## config.mk

```make
export PLATFORM = sky130hd
export DESIGN_NAME = roman_numeral_encoder_core_flat
export DESIGN_NICKNAME = d
export VERILOG_FILES = /design/src/hdl/rne_pkg.sv /design/src/hdl/rne_if.sv /design/src/hdl/roman_numeral_encoder_core.sv /design/src/hdl/rne_front.sv /design/src/hdl/rne_fifo.sv /design/src/hdl/rne_back.sv /design/src/flat_wrapper.sv
export SDC_FILE = /design/constraint.sdc
export NUM_CORES = 1
export LEC_CHECK = 0
export BUFFER_PORTS_ARGS = -buffer_cell sky130_fd_sc_hd__buf_2
export CORE_MARGIN = 5
export CORE_UTILIZATION = 63
export CTS_BUF_LIST = sky130_fd_sc_hd__clkbuf_16
export DETAILED_ROUTE_END_ITERATION = 6
export PLACE_DENSITY = 0.86
export REMOVE_ABC_BUFFERS = 1
export SKIP_LAST_GASP = 1
export SYNTH_ARGS = -nofsm -noshare
export SYNTH_HDL_FRONTEND = slang
export SYNTH_HIERARCHICAL = 1
export SYNTH_SLANG_ARGS = --single-unit
```

## constraint.sdc

```tcl
create_clock -name clk -period 8.94 [get_ports clk]
set_clock_uncertainty 0.2 [all_clocks]
set_input_delay 0.447 -clock clk [delete_from_list [all_inputs] [get_ports clk]]
set_output_delay 0.447 -clock clk [all_outputs]
set_load 0.1 [all_outputs]
```

## src/hdl/rne_pkg.sv

```systemverilog
// ----------------------------------------------------------------------------
// rne_pkg
// Shared types, codes and digit/letter tables of the roman numeral encoder.
// ----------------------------------------------------------------------------
package rne_pkg;

  localparam int unsigned ValueW  = 12;
  localparam int unsigned SymbolW = 8;
  localparam int unsigned DigitW  = 4;
  localparam int unsigned Places  = 4;

  localparam logic [SymbolW-1:0] CH_NONE = 8'h00;
  localparam logic [SymbolW-1:0] CH_I    = 8'h49;
  localparam logic [SymbolW-1:0] CH_V    = 8'h56;
  localparam logic [SymbolW-1:0] CH_X    = 8'h58;
  localparam logic [SymbolW-1:0] CH_L    = 8'h4C;
  localparam logic [SymbolW-1:0] CH_C    = 8'h43;
  localparam logic [SymbolW-1:0] CH_D    = 8'h44;
  localparam logic [SymbolW-1:0] CH_M    = 8'h4D;

  localparam logic [ValueW-1:0] VALUE_LIMIT = 12'd4000;

  typedef enum logic [1:0] {
    ST_OK    = 2'd0,
    ST_ZERO  = 2'd1,
    ST_RANGE = 2'd2
  } status_t;

  typedef enum logic [1:0] {
    K_ONE  = 2'd0,
    K_FIVE = 2'd1,
    K_TEN  = 2'd2
  } kind_t;

  typedef enum logic [1:0] {
    FE_IDLE  = 2'd0,
    FE_SPLIT = 2'd1,
    FE_PUSH  = 2'd2
  } fe_state_t;

  // one classified item: decimal digits, units first, and its status
  typedef struct packed {
    status_t                        status;
    logic [Places-1:0][DigitW-1:0]  digits;
  } desc_t;

  // d times the weight of a decimal place
  function automatic logic [13:0] place_multiple(input logic [1:0] place,
                                                 input logic [DigitW-1:0] d);
    logic [13:0] weight;
    unique case (place)
      2'd0: weight = 14'd1;
      2'd1: weight = 14'd10;
      2'd2: weight = 14'd100;
      2'd3: weight = 14'd1000;
      default: weight = 14'd0;
    endcase
    return 14'(14'(d) * weight);
  endfunction

  // digit of rem at a place, rem being below ten times its weight
  function automatic logic [DigitW-1:0] digit_of(input logic [ValueW-1:0] rem,
                                                 input logic [1:0] place);
    logic [DigitW-1:0] d;
    d = '0;
    for (int i = 1; i <= 9; i++) begin
      if ({2'b00, rem} >= place_multiple(place, DigitW'(i))) begin
        d = DigitW'(i);
      end
    end
    return d;
  endfunction

  function automatic logic [2:0] form_len(input logic [DigitW-1:0] d);
    logic [2:0] len;
    unique case (d)
      4'd1, 4'd5:         len = 3'd1;
      4'd2, 4'd4, 4'd6,
      4'd9:               len = 3'd2;
      4'd3, 4'd7:         len = 3'd3;
      4'd8:               len = 3'd4;
      default:            len = 3'd0;
    endcase
    return len;
  endfunction

  function automatic kind_t form_kind(input logic [DigitW-1:0] d,
                                      input logic [1:0] pos);
    kind_t k;
    unique case (d)
      4'd4:                     k = (pos == 2'd0) ? K_ONE : K_FIVE;
      4'd5, 4'd6, 4'd7, 4'd8:   k = (pos == 2'd0) ? K_FIVE : K_ONE;
      4'd9:                     k = (pos == 2'd0) ? K_ONE : K_TEN;
      default:                  k = K_ONE;
    endcase
    return k;
  endfunction

  function automatic logic [SymbolW-1:0] place_letter(input logic [1:0] place,
                                                      input kind_t k);
    logic [SymbolW-1:0] ch;
    unique case (place)
      2'd0: ch = (k == K_ONE) ? CH_I : ((k == K_FIVE) ? CH_V : CH_X);
      2'd1: ch = (k == K_ONE) ? CH_X : ((k == K_FIVE) ? CH_L : CH_C);
      2'd2: ch = (k == K_ONE) ? CH_C : ((k == K_FIVE) ? CH_D : CH_M);
      2'd3: ch = (k == K_ONE) ? CH_M : CH_NONE;
      default: ch = CH_NONE;
    endcase
    return ch;
  endfunction

endpackage

```

## src/hdl/rne_if.sv

```systemverilog
// ----------------------------------------------------------------------------
// rne_in_if / rne_out_if
// Valid/ready channels of the roman numeral encoder.
// ----------------------------------------------------------------------------
interface rne_in_if;
  logic        valid;
  logic        ready;
  logic [11:0] value;

  modport source (output valid, output value, input ready);
  modport sink   (input valid, input value, output ready);
endinterface

interface rne_out_if;
  logic       valid;
  logic       ready;
  logic [7:0] symbol;
  logic       is_last;
  logic [1:0] status;

  modport source (output valid, output symbol, output is_last, output status,
                  input ready);
  modport sink   (input valid, input symbol, input is_last, input status,
                  output ready);
endinterface

```

## src/hdl/roman_numeral_encoder_core.sv

```systemverilog
// ----------------------------------------------------------------------------
// roman_numeral_encoder_core
// Converts a 12-bit number into its roman numeral, one ASCII letter per item.
// ----------------------------------------------------------------------------
// in_ch carries one number per item. out_ch carries one letter per item with
// is_last on the final letter of a numeral and a status code: a zero input
// gives a single item with status zero, an input of 4000 or more a single
// item with status range, both with symbol 0.
// The front accepts a number, then splits it into decimal digits at one
// place per cycle (zero and out-of-range numbers skip the split), after
// which in_ch is ready again. A two-entry queue holds classified numbers
// for the back, which loads one when idle and then sends one letter per
// cycle while out_ch is not stalled; it takes the next number only after
// the last letter of the current one is registered.
// A stalled out_ch holds the current letter; the back and then the queue
// fill and the front waits, and in_ch drops ready. Synchronous reset empties
// the queue and the output register; no number is in flight afterwards.
// ----------------------------------------------------------------------------
module roman_numeral_encoder_core
  import rne_pkg::*;
(
  input  logic       clk,
  input  logic       rst_n,
  rne_in_if.sink     in_ch,
  rne_out_if.source  out_ch
);

  logic  push;
  logic  pop;
  logic  q_full;
  logic  q_empty;
  desc_t push_data;
  desc_t q_data;

  rne_front u_front (
    .clk       (clk),
    .rst_n     (rst_n),
    .in_ch     (in_ch),
    .push      (push),
    .push_data (push_data),
    .q_full    (q_full)
  );

  rne_fifo u_fifo (
    .clk     (clk),
    .rst_n   (rst_n),
    .push    (push),
    .wr_data (push_data),
    .full    (q_full),
    .pop     (pop),
    .rd_data (q_data),
    .empty   (q_empty)
  );

  rne_back u_back (
    .clk     (clk),
    .rst_n   (rst_n),
    .q_data  (q_data),
    .q_empty (q_empty),
    .pop     (pop),
    .out_ch  (out_ch)
  );

endmodule

```

## src/hdl/rne_front.sv

```systemverilog
// ----------------------------------------------------------------------------
// rne_front
// Accepts an item and classifies it; a valid one is split into decimal
// digits, one place per cycle. The result is then handed to the queue.
// ----------------------------------------------------------------------------
module rne_front
  import rne_pkg::*;
(
  input  logic        clk,
  input  logic        rst_n,
  rne_in_if.sink      in_ch,
  output logic        push,
  output desc_t       push_data,
  input  logic        q_full
);

  fe_state_t                     state_r, state_nxt;
  logic [ValueW-1:0]             rem_r, rem_nxt;
  logic [1:0]                    place_r, place_nxt;
  logic [Places-1:0][DigitW-1:0] digits_r, digits_nxt;
  status_t                       status_r, status_nxt;

  logic [DigitW-1:0] dig;
  logic [13:0]       dig_mult;

  assign dig      = digit_of(rem_r, place_r);
  assign dig_mult = place_multiple(place_r, dig);

  always_comb begin
    state_nxt   = state_r;
    rem_nxt     = rem_r;
    place_nxt   = place_r;
    digits_nxt  = digits_r;
    status_nxt  = status_r;
    in_ch.ready = 1'b0;
    push        = 1'b0;
    unique case (state_r)
      FE_IDLE: begin
        in_ch.ready = 1'b1;
        if (in_ch.valid) begin
          rem_nxt    = in_ch.value;
          place_nxt  = 2'd3;
          digits_nxt = '0;
          if (in_ch.value == '0) begin
            status_nxt = ST_ZERO;
            state_nxt  = FE_PUSH;
          end else if (in_ch.value >= VALUE_LIMIT) begin
            status_nxt = ST_RANGE;
            state_nxt  = FE_PUSH;
          end else begin
            status_nxt = ST_OK;
            state_nxt  = FE_SPLIT;
          end
        end
      end
      FE_SPLIT: begin
        digits_nxt[place_r] = dig;
        rem_nxt             = rem_r - dig_mult[ValueW-1:0];
        if (place_r == 2'd0) begin
          state_nxt = FE_PUSH;
        end else begin
          place_nxt = place_r - 2'd1;
        end
      end
      FE_PUSH: begin
        if (!q_full) begin
          push      = 1'b1;
          state_nxt = FE_IDLE;
        end
      end
      default: state_nxt = FE_IDLE;
    endcase
  end

  assign push_data.status = status_r;
  assign push_data.digits = digits_r;

  always_ff @(posedge clk) begin
    if (!rst_n) begin
      state_r <= FE_IDLE;
    end else begin
      state_r <= state_nxt;
    end
  end

  always_ff @(posedge clk) begin
    rem_r    <= rem_nxt;
    place_r  <= place_nxt;
    digits_r <= digits_nxt;
    status_r <= status_nxt;
  end

endmodule

```

## src/hdl/rne_fifo.sv

```systemverilog
// ----------------------------------------------------------------------------
// rne_fifo
// Two-entry queue of classified items between front and back.
// ----------------------------------------------------------------------------
module rne_fifo
  import rne_pkg::*;
(
  input  logic  clk,
  input  logic  rst_n,
  input  logic  push,
  input  desc_t wr_data,
  output logic  full,
  input  logic  pop,
  output desc_t rd_data,
  output logic  empty
);

  desc_t      entry_r [2];
  logic       wr_ptr_r, wr_ptr_nxt;
  logic       rd_ptr_r, rd_ptr_nxt;
  logic [1:0] count_r, count_nxt;

  assign full    = (count_r == 2'd2);
  assign empty   = (count_r == 2'd0);
  assign rd_data = entry_r[rd_ptr_r];

  always_comb begin
    wr_ptr_nxt = wr_ptr_r;
    rd_ptr_nxt = rd_ptr_r;
    count_nxt  = count_r;
    if (push) begin
      wr_ptr_nxt = ~wr_ptr_r;
    end
    if (pop) begin
      rd_ptr_nxt = ~rd_ptr_r;
    end
    if (push && !pop) begin
      count_nxt = count_r + 2'd1;
    end else if (pop && !push) begin
      count_nxt = count_r - 2'd1;
    end
  end

  always_ff @(posedge clk) begin
    if (!rst_n) begin
      wr_ptr_r <= 1'b0;
      rd_ptr_r <= 1'b0;
      count_r  <= 2'd0;
    end else begin
      wr_ptr_r <= wr_ptr_nxt;
      rd_ptr_r <= rd_ptr_nxt;
      count_r  <= count_nxt;
    end
  end

  always_ff @(posedge clk) begin
    if (push) begin
      entry_r[wr_ptr_r] <= wr_data;
    end
  end

endmodule

```

## src/hdl/rne_back.sv

```systemverilog
// ----------------------------------------------------------------------------
// rne_back
// Takes classified items from the queue and emits one numeral letter per
// cycle, while out_ch is not stalled, through a registered output.
// ----------------------------------------------------------------------------
module rne_back
  import rne_pkg::*;
(
  input  logic   clk,
  input  logic   rst_n,
  input  desc_t  q_data,
  input  logic   q_empty,
  output logic   pop,
  rne_out_if.source out_ch
);

  desc_t             desc_r, desc_nxt;
  logic              active_r, active_nxt;
  logic [1:0]        place_r, place_nxt;
  logic [1:0]        pos_r, pos_nxt;
  logic              out_valid_r, out_valid_nxt;
  logic [SymbolW-1:0] symbol_r, symbol_nxt;
  logic              is_last_r, is_last_nxt;
  status_t           status_r, status_nxt;

  logic [DigitW-1:0]  cur_digit;
  logic [2:0]         cur_len;
  logic [SymbolW-1:0] cur_char;
  logic               pos_end;
  logic               below_found;
  logic [1:0]         below_place;
  logic [1:0]         start_place;
  logic               err;
  logic               last;
  logic               adv;

  // highest non-zero place below the current place, and highest non-zero place of the queue head
  always_comb begin
    below_found = 1'b0;
    below_place = 2'd0;
    start_place = 2'd0;
    for (int p = 0; p < Places; p++) begin
      if ((p < int'(place_r)) && (desc_r.digits[p] != '0)) begin
        below_found = 1'b1;
        below_place = 2'(p);
      end
      if (q_data.digits[p] != '0) begin
        start_place = 2'(p);
      end
    end
  end

  assign cur_digit = desc_r.digits[place_r];
  assign cur_len   = form_len(cur_digit);
  assign cur_char  = place_letter(place_r, form_kind(cur_digit, pos_r));
  assign pos_end   = ((3'(pos_r) + 3'd1) == cur_len);
  assign err       = (desc_r.status != ST_OK);
  assign last      = err || (pos_end && !below_found);
  assign adv       = !out_valid_r || out_ch.ready;
  assign pop       = !active_r && !q_empty;

  always_comb begin
    desc_nxt      = desc_r;
    active_nxt    = active_r;
    place_nxt     = place_r;
    pos_nxt       = pos_r;
    out_valid_nxt = out_valid_r;
    symbol_nxt    = symbol_r;
    is_last_nxt   = is_last_r;
    status_nxt    = status_r;
    if (pop) begin
      desc_nxt   = q_data;
      active_nxt = 1'b1;
      place_nxt  = start_place;
      pos_nxt    = 2'd0;
    end
    if (adv) begin
      out_valid_nxt = 1'b0;
      if (active_r) begin
        out_valid_nxt = 1'b1;
        symbol_nxt    = err ? CH_NONE : cur_char;
        is_last_nxt   = last;
        status_nxt    = desc_r.status;
        if (last) begin
          active_nxt = 1'b0;
        end else if (pos_end) begin
          place_nxt = below_place;
          pos_nxt   = 2'd0;
        end else begin
          pos_nxt = pos_r + 2'd1;
        end
      end
    end
  end

  assign out_ch.valid   = out_valid_r;
  assign out_ch.symbol  = symbol_r;
  assign out_ch.is_last = is_last_r;
  assign out_ch.status  = status_r;

  always_ff @(posedge clk) begin
    if (!rst_n) begin
      active_r    <= 1'b0;
      out_valid_r <= 1'b0;
    end else begin
      active_r    <= active_nxt;
      out_valid_r <= out_valid_nxt;
    end
  end

  always_ff @(posedge clk) begin
    desc_r    <= desc_nxt;
    place_r   <= place_nxt;
    pos_r     <= pos_nxt;
    symbol_r  <= symbol_nxt;
    is_last_r <= is_last_nxt;
    status_r  <= status_nxt;
  end

endmodule

```

## src/flat_wrapper.sv

```systemverilog
// flat-port wrapper written by rule: the top's interface ports become plain ports
module roman_numeral_encoder_core_flat import rne_pkg::*;
  (clk, rst_n, in_ch_valid, in_ch_value, in_ch_ready, out_ch_valid, out_ch_symbol, out_ch_is_last, out_ch_status, out_ch_ready);
  rne_in_if in_ch_i ();
  rne_out_if out_ch_i ();
  input  logic clk;
  input  logic rst_n;
  input wire logic [$bits(in_ch_i.valid)-1:0] in_ch_valid;
  input wire logic [$bits(in_ch_i.value)-1:0] in_ch_value;
  output wire logic [$bits(in_ch_i.ready)-1:0] in_ch_ready;
  output wire logic [$bits(out_ch_i.valid)-1:0] out_ch_valid;
  output wire logic [$bits(out_ch_i.symbol)-1:0] out_ch_symbol;
  output wire logic [$bits(out_ch_i.is_last)-1:0] out_ch_is_last;
  output wire logic [$bits(out_ch_i.status)-1:0] out_ch_status;
  input wire logic [$bits(out_ch_i.ready)-1:0] out_ch_ready;
  assign in_ch_i.valid = in_ch_valid;
  assign in_ch_i.value = in_ch_value;
  assign in_ch_ready = in_ch_i.ready;
  assign out_ch_valid = out_ch_i.valid;
  assign out_ch_symbol = out_ch_i.symbol;
  assign out_ch_is_last = out_ch_i.is_last;
  assign out_ch_status = out_ch_i.status;
  assign out_ch_i.ready = out_ch_ready;
  roman_numeral_encoder_core u_core (.clk(clk), .rst_n(rst_n), .in_ch(in_ch_i), .out_ch(out_ch_i));
endmodule
```

* Word-level counts from Yosys, hierarchy flattened *
Memory sizes are Yosys's and may differ from the RTL's. A register that Yosys moved wholly into a read port is not among the register bits.
Cells that the tools add are included.
W data, S select, Z words.

storage, ports and cells
  register bits = 73
  logic and storage cells = 187
  input port bits = 16
  bits in read-only memories = 48
  memories kept = 2
  output and inout port bits = 13
  bits in writable memories = 36

memories
  memory                 depth  width  rd ports  clocked after Yosys merged registers in  write ports  RTL line        RTL
  (name not given)       16     3      1         0                                        0            rne_pkg.sv:76   unique case (d)
  u_core.u_fifo.entry_r  2      18     1         1                                        1            rne_fifo.sv:18  desc_t entry_r [2];

cells by class
  order comparisons = 16
  bitwise logic cells = 2
  reductions and logical operators = 38
  equal/unequal tests = 21
  mux-type cells = 73
  $add $sub $neg = 6
  multipliers = 6

operator list
  cell                     count
  $ge A12 B14 Y1           9
  $mux W4                  14
  $pmux W14 S4             1
  $mux W2                  24
  $pmux W16 S2             1
  $pmux W8 S4              1
  $mul A3 B14 Y14 const A  2
  $pmux W12 S2             1
  $reduce_bool A4 Y1       6
  $mux W1                  20
  $bwmux W16               1
  $eq A4 B3 Y1 const B     4
  $mux W16                 1
  $mul A2 B14 Y13 const A  1
  $mul A2 B14 Y14 const A  1
  $mul A4 B14 Y12          1
  $mul A4 B14 Y14 const A  1
  $eq A2 B2 Y1 const B     6
  $ge A12 B12 Y1 const B   1
  $logic_not A12 Y1        1
  $logic_not A2 Y1         6
  $mux W12                 1
  $pmux W2 S3              2
  $sub A12 B12 Y12         1
  other kinds (24)         55

* Longest topological paths before layout *
  word-level depth = 15
  gate-level depth with buffers = 30
  mapped depth without buffers = 28

* By module *
The synthesis kept the hierarchy.

modules (own cells, without submodules)
  module     instances  cells an instance  sequential area each (µm²)  area each (µm²)
  rne_front  1          571                1,001.0                     4,932.2
  rne_back   1          132                930.9                       1,666.6
  rne_fifo   1          78                 1,181.1                     1,515.2

* Worst setup path after synthesis *
No wires, ideal clock.

  path type = flip-flop to flip-flop
  from = reg u_core.u_front.place_r[0]
  to = reg u_core.u_front.rem_r[11] (data pin)
  required time = 8,471 ps
  path buffers = 2
  stages on the path, launching flop included = 31
  path slack = 1,612 ps
  period minus slack after synthesis = 7,328 ps
  setup time = 269 ps
  arrival = 6,859 ps
  path through = edfxtp_1 -> inv_1 -> ha_1 -> clkbuf_1 -> clkbuf_1 -> a21oi_1 -> a21oi_1 -> fa_1 -> inv_1 -> ha_1 -> a211o_1 -> o211ai_1 -> o211ai_1 -> a221oi_1 -> o21ai_1 -> nor3_2 -> nor3_1 -> ha_1 -> inv_1 -> fa_1 -> inv_1 -> fa_1 -> inv_1 -> ha_1 -> and3_1 -> a21oi_1 -> nor4b_1 -> o21ai_0 -> a31oi_1 -> xnor2_1 -> o21ai_0

on the way
  cells in the longest elaborated chain, start to end = 15
  elaborated cells on any way between the ends = 31
  those cells by class = 1 x add/sub; 6 x mul; 9 x order compare; 3 x eq/ne; 11 x mux; 1 x reduce/logical

RTL lines
  element                                                   RTL line         RTL
  start: declaration                                        rne_front.sv:19  logic [1:0] place_r, place_nxt;
  start signal: assignment                                  rne_front.sv:88  place_r <= place_nxt;
  $eq A2 B2 Y1, or another cell as far along                rne_pkg.sv:51    unique case (place)
  $pmux W14 S4 (*)                                          rne_pkg.sv:51
  branches (longest 10 deep; another with $mul A2 B14 Y14)  --
  $mul A4 B14 Y12 (*)                                       rne_pkg.sv:58    return 14'(14'(d) * weight);
  $sub A12 B12 Y12 (*)                                      rne_front.sv:58  rem_nxt = rem_r - dig_mult[ValueW-1:0];
  $pmux W12 S2 (*)                                          rne_front.sv:37  unique case (state_r)
  net u_core.u_front.rem_nxt[11]                            rne_front.sv:18  logic [ValueW-1:0] rem_r, rem_nxt;
  end signal: assignment                                    rne_front.sv:87  rem_r <= rem_nxt;
  end: declaration                                          rne_front.sv:18

Mark *: on every way through the listed nets, which the timed path passes. The select of a mux whose other input is x is not followed.
A chain may end at the register's enable or synchronous reset.

* Final worst setup path *
Ends and elaborated chain as after synthesis.

==> reports/results.ini <==
[final_layout]
synthToLayoutAreaGrowth_pct = 7.26
nets = 927
diodes = 0
drive_gt1_share_pct = 11.6

[yosys]
ys_ff_latch = 108
yosysWarnings = 6
synth_edf_count = 95
synth.most_common_cell = edfxtp_1
ys_async_sr_fraction_pct = 0
syn_avg_cell_area_um2 = 10.4
synth_area_leaders = edfxtp_1 (35%), ha_1 (14%), fa_1 (5.4%)
synthCells = 781
ys_seq_area_share_pct = 38.4
synth_common_cells = edfxtp_1 (95), ha_1 (91), inv_1 (73)
syn_area_um2 = 8110
synthDistinctLibCells = 87
synth_top_area_share_pct = 35.2
yosys_most_used_dff = edfxtp_1
yosysTopAreaCell = edfxtp_1

[worst_setup_path]
critPathMaxStageDelay_ns = 0.56
worst_ep_arrival_time_ns = 7.78
required_ns = 8.83
crit_fanout = 10
start_kind = register
r2r_slack_ns = 1.04
path_common_cell = inv_1
slowest_stage = nor3_2
crit_path_end_kind = register
path_class = reg2reg

[routing]
wl_met3_um = 1690
route.final.wire_length_um = 20300
wl_met1_um = 8440
detail-route-antenna-nets = 0
wl_met2_um = 9830
routed.top_layer = met4
via_per_inst = 6.46
avgRoutedWirePerCell_um = 20.9
firstDrtPassIters = 6
vias = 6298
drc = 0
drtIter0Drc = 650

[sta]
max-slew-margin-rel_pct = 40.2
setup_viol = 0
worst_pin_slew_ns = 0.896
period_needed_ns = 7.90
drv_slew = 0
rsz0062_at_grt = false
setup_tns_ns = 0
fmax_mhz = 127
hold_violations = 0
fin_crit_sh_pct = 88.3

[die]
core-area_um2 = 12600
start_util_pct = 64.3
io_pins = 29
die-area_um2 = 15200
chipWidth_um = 123
die_h_um = 123
std_cell_rows = 41

[clock_tree]
tritoncts = yes
numCtsBuffers = 9
clkTransAtPathRegs_ns = 0.07
clockBufferDepth = 2
hold_buffers = 0
post-cts-setup-buffer-count = 0
ctsHtreeMaxLevel = 3
cts-root-buf = clkbuf_16
clock_sinks = 108
clk_latency_ns = 0.35
ctsResizeCount = 0

[flow_run]
drv_cap = 0

[global_route]
grt_pass1_vias = 6288
grt_overflow = 0
grt_usage_pct = 27.8
grt_pass1_wl_um = 32400
grt_max_degree = 41
grt_antenna_before_repair = 0

[place]
hpwl_um = 15300
gp_congestion = 0.965
portBuffers = 26

[outcome]
outcome = finished clean

[min_path]
min-delay-path-class = in2reg

## critical path, delay by kind of cell, from the launching register on
family	cells	cell delay, ns
buf+inv	6	0.83
simple gates	4	1.27
xor+xnor	1	0.13
compound gates	10	1.90
fa+ha+maj	7	2.82
flops	1	0.49
## path summary, 6_finish.rpt
kind / start / to / depth (start not counted)
setup / recovery: u_core/u_front/place_r[0] / u_core/u_front/rem_r[11] / 28
hold / removal: in_ch_value[4] / u_core/u_front/rem_r[4] / 3
setup reg to reg: u_core/u_front/place_r[0] / u_core/u_front/rem_r[11] / 28
hold reg to reg: u_core/u_front/status_r[1] / u_core/u_fifo/entry_r[0][17] / 0
## area by class of cell
cell class	instances	area [µm²]
clock buffer	9	225
clock inverter	7	97.6
fill	963	3920
inverter	73	274
multi-input combinational	575	4610
sequential	108	3110
tap	172	215
timing repair buffer	31	168
## flip-flops by register name, indices dropped and copies added, names as in the netlist, 2 cells and up, named ones only
name	flops
u_core/u_fifo/entry_r	36
u_core/u_back/pos_r	2
u_core/u_back/desc_r	18
u_core/u_back/out_ch.status	2
u_core/u_back/place_r	2
u_core/u_fifo/count_r	2
u_core/u_front/push_data	16
u_core/u_front/rem_r	12
u_core/u_back/out_ch.symbol	6
u_core/u_front/place_r	2
u_core/u_front/state_r	2
u_core/u_front/status_r	2
## per-layer routing
layer | global-route usage, % | up-vias
li1 | - | 2932
met1 | 36.1 | 3033
met2 | 46.6 | 298
met3 | 5.90 | 35
met4 | 9.00 | 0
met5 | 0 | -
## kinds of logic after synthesis
kind of cell | after synthesis | synth area share (%)
AOI/OAI and AO/OA | 178 | 15.2
DFF | 108 | 38.4
xor gates and xnor gates | 23 | 2.48
and+or+nand+nor | 231 | 15.2
muxes | 28 | 4.35
buffers and inverters | 99 | 4.89
adders and majority gates | 113 | 19.5
other | 1 | 0.0462
## stage by stage
step | area, µm² | hold slack [ns] | utilization, % | cells | setup WS, ns
floorplan | 8000 | 0.221 | - | 756 | 1.53
global placement | 8380 | 0.230 | 66.4 | 959 | 1.32
detailed placement | 8380 | 0.243 | 66.4 | 959 | 1.11
CTS | 8700 | 0.188 | 69.0 | 975 | 1.08
global route | 8700 | 0.206 | 69.0 | 975 | 0.562
finish | 8700 | 0.200 | 69.0 | 975 | 1.04
## cell usage in the layout (no fill, tap or decap), types with 18 or more instances in the layout
cell | netlist | final
a211oi_1 | 18 | 18
ha_1 | 91 | 91
xnor2_1 | 18 | 18
nand2_1 | 49 | 49
mux2_2 | 18 | 18
inv_1 | 73 | 74
nor2_1 | 46 | 45
edfxtp_1 | 95 | 95
o21ai_0 | 43 | 43
buf_2 | 4 | 26
nand3_1 | 21 | 21
a21oi_1 | 32 | 32
fa_1 | 22 | 22
Power is not shown: default switching activity piles up to over one toggle a cycle in this logic, so the estimate is an artifact.
